`src/hdl/tbdlp_pkg.sv`:
```
// Shared types and constants for the three-button debounce / long-press unit.
// No dependencies; used by every module under hdl.
package tbdlp_pkg;

    localparam int unsigned NUM_BTN    = 3;
    localparam int unsigned TIME_W     = 32;
    localparam int unsigned CFG_W      = 16;
    localparam int unsigned CFG_IDX_W  = 2;
    localparam int unsigned IN_DATA_W  = 40;
    localparam int unsigned OUT_DATA_W = 8;

    // Configuration register indexes
    localparam logic [CFG_IDX_W-1:0] REG_DEBOUNCE   = 2'd0;
    localparam logic [CFG_IDX_W-1:0] REG_LONG_PRESS = 2'd1;
    localparam logic [CFG_IDX_W-1:0] REG_REPEAT     = 2'd2;

    // Reset values of the configuration registers
    localparam logic [CFG_W-1:0] DEBOUNCE_RST   = 16'd50;
    localparam logic [CFG_W-1:0] LONG_PRESS_RST = 16'd1000;
    localparam logic [CFG_W-1:0] REPEAT_RST     = 16'd200;

    typedef enum logic [2:0] {
        EV_NONE   = 3'd0,
        EV_DOWN   = 3'd1,
        EV_UP     = 3'd2,
        EV_SELECT = 3'd3,
        EV_BACK   = 3'd4
    } event_code_t;

    // What a lane found for the current word
    typedef struct packed {
        logic fire;   // stable level changes now
        logic level;  // raw level of this word
    } lane_status_t;

    // What the merge stage lets a lane keep
    typedef struct packed {
        logic settle; // keep change stamp and stable level
        logic raw;    // keep raw level as previous level
    } lane_commit_t;

endpackage

```
`src/hdl/tbdlp_lane.sv`:
```
// One debounce lane: previous raw level, stable level and change stamp of a button.
// Depends on tbdlp_pkg.
module tbdlp_lane
(
    input  logic                             clk,
    input  logic                             rst_n,
    input  logic                             accept,
    input  logic [tbdlp_pkg::TIME_W-1:0]     now_ms,
    input  logic                             level,
    input  logic [tbdlp_pkg::CFG_W-1:0]      debounce_ms,
    input  tbdlp_pkg::lane_commit_t          commit,
    output tbdlp_pkg::lane_status_t          status
);

    logic                         raw_prev_reg;
    logic                         stable_reg;
    logic [tbdlp_pkg::TIME_W-1:0] stamp_reg;

    logic [tbdlp_pkg::TIME_W-1:0] stamp_next;
    logic [tbdlp_pkg::TIME_W-1:0] elapsed;

    always_comb
    begin
        // Restamp on a raw change, then compare wrapped elapsed time
        stamp_next   = (level != raw_prev_reg) ? now_ms : stamp_reg;
        elapsed      = now_ms - stamp_next;
        status.level = level;
        status.fire  = (elapsed > {{(tbdlp_pkg::TIME_W-tbdlp_pkg::CFG_W){1'b0}}, debounce_ms})
                       && (level != stable_reg);
    end

    always_ff @(posedge clk or negedge rst_n)
    begin
        if (!rst_n)
        begin
            raw_prev_reg <= 1'b1;
            stable_reg   <= 1'b1;
            stamp_reg    <= '0;
        end
        else if (accept)
        begin
            if (commit.settle)
            begin
                stamp_reg <= stamp_next;
                if (status.fire)
                begin
                    stable_reg <= level;
                end
            end
            if (commit.raw)
            begin
                raw_prev_reg <= level;
            end
        end
    end

endmodule

```
`src/hdl/tbdlp_merge.sv`:
```
// Merge stage: first-event-wins priority over the lanes plus the select
// button's hold, long-press and repeat state. Depends on tbdlp_pkg.
module tbdlp_merge
(
    input  logic                                 clk,
    input  logic                                 rst_n,
    input  logic                                 accept,
    input  logic [tbdlp_pkg::TIME_W-1:0]         now_ms,
    input  logic [tbdlp_pkg::CFG_W-1:0]          long_press_ms,
    input  logic [tbdlp_pkg::CFG_W-1:0]          repeat_ms,
    input  tbdlp_pkg::lane_status_t              status_down,
    input  tbdlp_pkg::lane_status_t              status_up,
    input  tbdlp_pkg::lane_status_t              status_sel,
    output tbdlp_pkg::lane_commit_t              commit_down,
    output tbdlp_pkg::lane_commit_t              commit_up,
    output tbdlp_pkg::lane_commit_t              commit_sel,
    output tbdlp_pkg::event_code_t               event_code
);

    localparam int unsigned PAD_W = tbdlp_pkg::TIME_W - tbdlp_pkg::CFG_W;

    logic [tbdlp_pkg::TIME_W-1:0] press_start_reg;
    logic [tbdlp_pkg::TIME_W-1:0] last_repeat_reg;
    logic                         held_reg;
    logic                         long_done_reg;

    logic                         ev_down;
    logic                         ev_up;
    logic                         reach_up;
    logic                         reach_sel;
    logic                         press;
    logic                         release_ev;
    logic                         ev_sel;
    logic                         held_next;
    logic                         long_done_next;
    logic [tbdlp_pkg::TIME_W-1:0] press_start_next;
    logic                         hold_ok;
    logic                         back_first;
    logic                         back_rep;

    always_comb
    begin
        ev_down   = status_down.fire && status_down.level;
        reach_up  = !ev_down;
        ev_up     = status_up.fire && status_up.level;
        reach_sel = reach_up && !ev_up;

        press      = status_sel.fire && !status_sel.level;
        release_ev = status_sel.fire && status_sel.level;
        ev_sel     = release_ev && !long_done_reg;

        // Hold state as the select lane leaves it
        held_next        = press ? 1'b1 : (release_ev ? 1'b0 : held_reg);
        press_start_next = press ? now_ms : press_start_reg;
        long_done_next   = press ? 1'b0 : long_done_reg;

        hold_ok    = reach_sel && !ev_sel && held_next
                     && ((now_ms - press_start_next) > {{PAD_W{1'b0}}, long_press_ms});
        back_first = hold_ok && !long_done_next;
        back_rep   = hold_ok && long_done_next
                     && ((now_ms - last_repeat_reg) > {{PAD_W{1'b0}}, repeat_ms});

        commit_down.settle = 1'b1;
        commit_down.raw    = !ev_down;
        commit_up.settle   = reach_up;
        commit_up.raw      = reach_up && !ev_up;
        commit_sel.settle  = reach_sel;
        commit_sel.raw     = reach_sel && !ev_sel;

        if (ev_down)
        begin
            event_code = tbdlp_pkg::EV_DOWN;
        end
        else if (ev_up)
        begin
            event_code = tbdlp_pkg::EV_UP;
        end
        else if (reach_sel && ev_sel)
        begin
            event_code = tbdlp_pkg::EV_SELECT;
        end
        else if (back_first || back_rep)
        begin
            event_code = tbdlp_pkg::EV_BACK;
        end
        else
        begin
            event_code = tbdlp_pkg::EV_NONE;
        end
    end

    always_ff @(posedge clk or negedge rst_n)
    begin
        if (!rst_n)
        begin
            press_start_reg <= '0;
            last_repeat_reg <= '0;
            held_reg        <= 1'b0;
            long_done_reg   <= 1'b0;
        end
        else if (accept && reach_sel)
        begin
            held_reg        <= held_next;
            press_start_reg <= press_start_next;
            long_done_reg   <= long_done_next || back_first;
            if (back_first || back_rep)
            begin
                last_repeat_reg <= now_ms;
            end
        end
    end

endmodule

```
`src/hdl/three_button_debounce_long_press_unit.sv`:
```
// Three-button debouncer with long press and auto repeat. Each input word is one
// sample: a 32-bit millisecond time and three active-low raw button levels.
// Exactly one output word follows each input word, in the cycle after it is taken,
// carrying an event code (none, down, up, select, back). The block takes one
// word every cycle while the output slot is empty or m_tready is high; the three
// debounce lanes and merge logic feed a single output register stage, which lets
// a new word in only while the previous result is being drained or none waits.
// Configuration writes (debounce, long-press, repeat delays) are taken at once
// and should only be issued while no result is pending.
// Depends on tbdlp_pkg, tbdlp_lane and tbdlp_merge.
module three_button_debounce_long_press_unit
(
    input  logic                                  clk,
    input  logic                                  rst_n,

    // Sample stream
    input  logic                                  s_tvalid,
    output logic                                  s_tready,
    // [31:0] now_ms, [32] pin_down_btn, [33] pin_up_btn, [34] pin_select_btn,
    // [39:35] zero
    input  logic [tbdlp_pkg::IN_DATA_W-1:0]       s_tdata,

    // Event stream
    output logic                                  m_tvalid,
    input  logic                                  m_tready,
    // [2:0] event_code, [7:3] zero
    output logic [tbdlp_pkg::OUT_DATA_W-1:0]      m_tdata,

    // Configuration write channel
    input  logic                                  cfg_valid,
    output logic                                  cfg_ready,
    input  logic [tbdlp_pkg::CFG_IDX_W-1:0]       cfg_index,
    input  logic [tbdlp_pkg::CFG_W-1:0]           cfg_data
);

    logic [tbdlp_pkg::CFG_W-1:0] debounce_reg;
    logic [tbdlp_pkg::CFG_W-1:0] long_press_reg;
    logic [tbdlp_pkg::CFG_W-1:0] repeat_reg;

    logic                        out_valid_reg;
    tbdlp_pkg::event_code_t      out_code_reg;

    logic                        accept;
    logic [tbdlp_pkg::TIME_W-1:0] now_ms;
    logic                        pin_down_btn;
    logic                        pin_up_btn;
    logic                        pin_select_btn;

    tbdlp_pkg::lane_status_t     status_down;
    tbdlp_pkg::lane_status_t     status_up;
    tbdlp_pkg::lane_status_t     status_sel;
    tbdlp_pkg::lane_commit_t     commit_down;
    tbdlp_pkg::lane_commit_t     commit_up;
    tbdlp_pkg::lane_commit_t     commit_sel;
    tbdlp_pkg::event_code_t      event_code;

    // Unpack the sample word
    assign now_ms         = s_tdata[tbdlp_pkg::TIME_W-1:0];
    assign pin_down_btn   = s_tdata[tbdlp_pkg::TIME_W];
    assign pin_up_btn     = s_tdata[tbdlp_pkg::TIME_W+1];
    assign pin_select_btn = s_tdata[tbdlp_pkg::TIME_W+2];

    // Take a new word whenever the output slot is empty or being drained
    assign s_tready  = !out_valid_reg || m_tready;
    assign accept    = s_tvalid && s_tready;
    assign m_tvalid  = out_valid_reg;
    assign m_tdata   = {{(tbdlp_pkg::OUT_DATA_W-3){1'b0}}, out_code_reg};
    assign cfg_ready = 1'b1;

    // Configuration registers; an index past the list is dropped
    always_ff @(posedge clk or negedge rst_n)
    begin
        if (!rst_n)
        begin
            debounce_reg   <= tbdlp_pkg::DEBOUNCE_RST;
            long_press_reg <= tbdlp_pkg::LONG_PRESS_RST;
            repeat_reg     <= tbdlp_pkg::REPEAT_RST;
        end
        else if (cfg_valid)
        begin
            case (cfg_index)
                tbdlp_pkg::REG_DEBOUNCE:   debounce_reg   <= cfg_data;
                tbdlp_pkg::REG_LONG_PRESS: long_press_reg <= cfg_data;
                tbdlp_pkg::REG_REPEAT:     repeat_reg     <= cfg_data;
                default:                   ;
            endcase
        end
    end

    // Three debounce lanes work on the sample side by side
    tbdlp_lane u_lane_down
    (
        .clk         (clk),
        .rst_n       (rst_n),
        .accept      (accept),
        .now_ms      (now_ms),
        .level       (pin_down_btn),
        .debounce_ms (debounce_reg),
        .commit      (commit_down),
        .status      (status_down)
    );

    tbdlp_lane u_lane_up
    (
        .clk         (clk),
        .rst_n       (rst_n),
        .accept      (accept),
        .now_ms      (now_ms),
        .level       (pin_up_btn),
        .debounce_ms (debounce_reg),
        .commit      (commit_up),
        .status      (status_up)
    );

    tbdlp_lane u_lane_sel
    (
        .clk         (clk),
        .rst_n       (rst_n),
        .accept      (accept),
        .now_ms      (now_ms),
        .level       (pin_select_btn),
        .debounce_ms (debounce_reg),
        .commit      (commit_sel),
        .status      (status_sel)
    );

    // Merge: the first button with an event wins and later lanes drop their updates
    tbdlp_merge u_merge
    (
        .clk           (clk),
        .rst_n         (rst_n),
        .accept        (accept),
        .now_ms        (now_ms),
        .long_press_ms (long_press_reg),
        .repeat_ms     (repeat_reg),
        .status_down   (status_down),
        .status_up     (status_up),
        .status_sel    (status_sel),
        .commit_down   (commit_down),
        .commit_up     (commit_up),
        .commit_sel    (commit_sel),
        .event_code    (event_code)
    );

    // Output register: hold the event until taken
    always_ff @(posedge clk or negedge rst_n)
    begin
        if (!rst_n)
        begin
            out_valid_reg <= 1'b0;
            out_code_reg  <= tbdlp_pkg::EV_NONE;
        end
        else if (accept)
        begin
            out_valid_reg <= 1'b1;
            out_code_reg  <= event_code;
        end
        else if (m_tready)
        begin
            out_valid_reg <= 1'b0;
        end
    end

endmodule

```
`config.mk`:
```
export PLATFORM = sky130hd
export DESIGN_NAME = three_button_debounce_long_press_unit
export DESIGN_NICKNAME = d
export VERILOG_FILES = /design/src/hdl/tbdlp_pkg.sv /design/src/hdl/tbdlp_lane.sv /design/src/hdl/tbdlp_merge.sv /design/src/hdl/three_button_debounce_long_press_unit.sv
export SDC_FILE = /design/constraint.sdc
export NUM_CORES = 1
export LEC_CHECK = 0
export BUFFER_PORTS_ARGS = -buffer_cell sky130_fd_sc_hd__buf_2
export CELL_PAD_IN_SITES_DETAIL_PLACEMENT = 0
export CELL_PAD_IN_SITES_GLOBAL_PLACEMENT = 1
export CORE_MARGIN = 2
export CORE_UTILIZATION = 53
export DETAILED_ROUTE_END_ITERATION = 12
export HOLD_SLACK_MARGIN = 0.05
export PLACE_DENSITY_LB_ADDON = 0.1
export RECOVER_POWER = 25
export SLEW_MARGIN = 20
export SYNTH_ARGS = -nofsm -noshare
export SYNTH_HDL_FRONTEND = slang
export SYNTH_HIERARCHICAL = 1
export SYNTH_SLANG_ARGS = --single-unit
```
`constraint.sdc`:
```
create_clock -name clk -period 30.6 [get_ports clk]
set_input_delay 1.53 -clock clk [delete_from_list [all_inputs] [get_ports clk]]
set_output_delay 1.53 -clock clk [all_outputs]
set_load 0.005 [all_outputs]
```
# Word-level counts from Yosys, hierarchy flattened
# Index checks and enable logic that the tools add are counted.
# totals
reg_bits	220
elab_cells	90
# op_classes
add_sub_neg	5
magnitude_cmp	5
n_eq_ne	8
mux	13
n_bitwise	1
n_reduce_logical	40
# op_table
operator	count
> comparator 32 x 16 -> 1 bit	5
subtractor 32 bit	5
2-to-1 mux 32 bit	4
logical AND 1 bit	18
AND reduction 2 bit	8
2-to-1 mux 3 bit	4
logical NOT 1 bit	7
!= test 1 bit	6
AND reduction 3 bit	2
2-to-1 mux 1 bit	5
logical OR 1 bit	3
== test 2 x 1 -> 1 bit, second input constant	1
== test 2 bit, second input constant	1
logical NOT 2 bit	1
nonzero test 2 bit	1
inverter 1 bit	1

# Depth between registers and ports, before layout
# logic_depth
ltp_word	18
ltp_mapped	55
depth_no_buf	48

# Hierarchy
# Netlist, hierarchy kept.
# modules_own_cells
module	n_inst	cells_each	area_per_inst_um2	seq_area_each_um2
tbdlp_merge	1	1087	8638.3	1651.6
tbdlp_lane (u_lane_sel ...)	2	531	4266.6	853.3
tbdlp_lane (u_lane_down)	1	559	4475.5	853.3
three_button_debounce_long_press_unit	1	121	2037.0	1316.3

# Worst setup path before layout
# No wires, ideal clock.
# synth_path
path_type	in2reg
from	input port s_tdata[34] (netlist bit)
to	register out_code_reg[2]
setup_time_ps	125
t_arrival_ps	11954
required_ps	30475
path_slack_ps	18522
path_stages	50
n_path_buf	8
path_cell_list	xnor2_1 > buf_6 > buf_2 > buf_1 > nand2_1 > o21ai_0 > ha_1 > inv_1 > ha_1 > nor4_1 > o22ai_2 > o211a_1 > a31oi_1 > mux2i_1 > and2_1 > ha_1 > o21ai_0 > o21bai_1 > (+14 left out) > buf_6 > a21oi_1 > and2b_1 > a311oi_4 > a21bo_2 > xor2_1 > ha_1 > and4_1 > a221oi_1 > a21oi_1 > or4_1 > or4_4 > a2111oi_4 > o211ai_2 > nor4b_4 > buf_6 > nor2_1 > mux2_2
# synth_lines
element	line	source
from (decl)	three_button_debounce_long_press_unit.sv:21	input logic [tbdlp_pkg::IN_DATA_W-1:0] s_tdata,
to (signal assigned)	three_button_debounce_long_press_unit.sv:151	out_code_reg <= tbdlp_pkg::EV_NONE;
to (signal assigned)	three_button_debounce_long_press_unit.sv:156	out_code_reg <= event_code;
to (decl)	three_button_debounce_long_press_unit.sv:41	tbdlp_pkg::event_code_t out_code_reg;

==> impl_metrics.env <==
export IMPL_grt_pass1_vias=20900
export IMPL_antenna_left=0
export IMPL_fillCellCount=4167
export IMPL_grt_pass1_wl_um=121000
export IMPL_grt_overflow_total=0
export IMPL_synthFlopType="dfrtp_1"
export IMPL_die_h_um=215
export IMPL_power_mw=2.76
export IMPL_num_vias=21900
export IMPL_place_port_buffers=62
export IMPL_cts_root_buf="clkbuf_16"
export IMPL_postCtsSetupRepairBufs=0
export IMPL_critPathMaxFanout=40
export IMPL_path_clk_slew_ns=0.06
export IMPL_slew_violations=91
export IMPL_io_pins=74
export IMPL_path_buf_inv=5
export IMPL_synth_area_leaders="dfrtp_1 21%, ha_1 10%, mux2_2 6.9%, a21oi_1 4.0%, nand2_1 3.8%"
export IMPL_post_route_period_util=0.435
export IMPL_cts_hold_buf=0
export IMPL_rsz0062_at_grt="no"
export IMPL_rrSetupSlack_ns=17.96
export IMPL_numCtsBuffers=28
export IMPL_failed_checks="capacitance limit, slew limit"
export IMPL_vias_per_cell=6.39
export IMPL_grt_start_max_net_pins=91
export IMPL_dieArea_um2=46400
export IMPL_synth_seq_cells=220
export IMPL_wl_per_cell_um=22.7
export IMPL_clock_sinks=220
export IMPL_fin_util=0.576
export IMPL_area_growth_pct=7.28
export IMPL_clk_latency_ns=0.57
export IMPL_skew_ns=0.0276
export IMPL_grt_use_total=0.330
export IMPL_drc_errors=0
export IMPL_fp_dieW_um=215
export IMPL_antenna_found_initial=3
export IMPL_final_nets=3070
export IMPL_vdd_ir_drop_worst_mv=0.0618
export IMPL_startpoint_type="primary input"
export IMPL_cap_violations=1
export IMPL_gp_congestion=0.948
export IMPL_hold_path_class="register to register"
export IMPL_h_tree_depth=1
export IMPL_worstSetupPathType="primary input to register"
export IMPL_synth_top_family_by_area="compound AO/OA/AOI/OAI gates"
export IMPL_netlist_instances=2829
export IMPL_period_needed_ns=13.31
export IMPL_yosysSeqAreaShare=0.233
export IMPL_postCtsResizedCells=0
export IMPL_cpMostUsedCell="ha_1"
export IMPL_max_stage_delay_ns=0.58
export IMPL_yosysMostFrequentCell="nand2_1"
export IMPL_clk_path_buf_depth=3
export IMPL_finalHoldViolations=0
export IMPL_first_pass_iters=5
export IMPL_synthArstFlopShare=1.00
export IMPL_routed_wl_um=77900
export IMPL_yosysUniqueCellTypes=111
export IMPL_synth_commonest_cells="240 x nand2_1, 202 x dfrtp_1, 195 x ha_1"
export IMPL_synth_compound_area_frac=0.246
export IMPL_endpoint_kind="register"
export IMPL_synth_edf_count=0
export IMPL_fmax_ghz=0.0752
export IMPL_relSlewSlack=-2.56
export IMPL_crit_slowest_cell="or4_1"
export IMPL_num_rows=77
export IMPL_cts_tree="built"
export IMPL_total_leakage_power_nw=11.1
export IMPL_synth_mux_area_frac=0.107
export IMPL_worstPathArrival_ns=13.75
export IMPL_drive_gt1_frac=0.142
export IMPL_power_density_nw_per_um2=109
export IMPL_worst_pin_slew_ns=5.35
export IMPL_syn_area_per_cell_um2=8.37
export IMPL_finalSetupViolations=0
export IMPL_yosysWarnings=6
export IMPL_design_area_um2=25400
export IMPL_dpl_cell_area_um2=24400
export IMPL_status="finished, violations left"
export IMPL_critical_path_required_ns=31.04
export IMPL_coreArea_um2=44100
export IMPL_drt_initial_drc_count=2059
export IMPL_netlist_area_um2=23700
export IMPL_initial_core_util=0.537
export IMPL_tns_ns=0
export IMPL_synthSimpleGateAreaFrac=0.189
export IMPL_synth_top_cell_by_area="dfrtp_1"
export IMPL_dpl_hpwl_um=57300
export IMPL_synth_xor_area_share=0.0506
export IMPL_cpLargestDelayFamily="compound AO/OA/AOI/OAI gates"
export IMPL_synthAdderAreaFrac=0.115
export IMPL_synth_top_area_frac=0.213
## area by class of cell
| class | instances | area (um^2) | share of cell area |
|---|---|---|---|
| multi-input cells | 2289 | 16900 | 0.664 |
| flip-flops and latches | 220 | 5530 | 0.218 |
| well taps | 592 | 741 | 0.0292 |
| inverters | 182 | 683 | 0.0269 |
| clock inverters | 12 | 224 | 0.00881 |
| repair buffers | 90 | 542 | 0.0213 |
| clock buffers | 40 | 807 | 0.0318 |
| diodes | 3 | 7.51 | 0.000295 |
## power breakdown
part	switching (mW)	leakage (nW)	internal [mW]
clock	0.138	0.500	0.234
combinational	1.12	7.93	0.762
sequential	0.0935	2.65	0.412
total	1.35	11.1	1.41
## placed cells by master, fill, tap and decap left out, types with 29 or more instances in the layout
cell / instances
clkbuf_16: 29
nand3_1: 61
a211oi_1: 38
nand2b_1: 58
o32ai_2: 30
o21ai_0: 171
nor2_1: 163
nor3_1: 67
a21o_1: 81
buf_2: 60
a21oi_1: 188
nor2b_1: 55
inv_1: 182
a31oi_1: 32
xor2_1: 54
dfrtp_1: 202
mux2i_1: 88
ha_1: 195
mux2_2: 145
xnor2_1: 76
o211ai_1: 32
nand4_1: 94
nand2_1: 239
## per-layer routing
layer  up-vias  track usage  part of all wire
met1     10700        0.454              0.45
met5         -            0                 0
met2       690        0.531              0.46
met4         0        0.123             0.038
met3       106       0.0406             0.054
li1      10400            -                 -
## path summary, 6_finish.rpt
| check | from | end | cells past startpoint |
|---|---|---|---|
| setup / recovery | s_tdata[34] | out_code_reg[2]$_DFFE_PN0P_ | 46 |
| hold / removal | u_merge/press_start_reg[28]$_DFFE_PN0P_ | u_merge/press_start_reg[28]$_DFFE_PN0P_ | 2 |
| setup reg to reg | u_lane_sel/raw_prev_reg$_DFFE_PN1P_ | out_code_reg[2]$_DFFE_PN0P_ | 45 |
| hold reg to reg | u_merge/press_start_reg[28]$_DFFE_PN0P_ | u_merge/press_start_reg[28]$_DFFE_PN0P_ | 2 |
| max in group asynchronous | rst_n | u_lane_sel/stamp_reg[20]$_DFFE_PN0P_ | 1 |
| min in group asynchronous | rst_n | u_merge/last_repeat_reg[15]$_DFFE_PN0P_ | 1 |
## metrics by stage
| stage | std cells | hold WS, ns | setup WS (ns) |
|---|---|---|---|
| 6_report | 3428 | 0.478 | 17.29 |
| 3_3_place_gp | 3372 | 0.459 | 16.95 |
| 4_1_cts | 3424 | 0.479 | 17.44 |
| 5_1_grt | 3427 | 0.504 | 16.59 |
| 3_5_place_dp | 3372 | 0.465 | 16.91 |
| 2_1_floorplan | 2833 | 0.445 | 18.52 |
## worst register-to-register path: cells and delay by family (launching register included)
kind                     cells  cell delay, ns
AND/OR/NAND/NOR             13            3.73
flip-flops                   1            0.62
AO/OA/AOI/OAI               18            4.29
XOR/XNOR                     2            0.41
buffers and inverters        4            1.26
multiplexers                 3            0.82
adder cells (fa/ha/maj)      5            1.43
## logic make-up (layout without fill, tap and decap cells)
| group | after synthesis | after routing |
|---|---|---|
| simple gates | 875 | 875 |
| compound gates | 814 | 814 |
| buf+inv | 324 | 324 |
| mux | 235 | 235 |
| fa+ha+maj | 222 | 222 |
| flops | 220 | 220 |
| xor+xnor | 136 | 136 |
| other cells | 3 | 10 |
(Power assumes the default switching activity.)
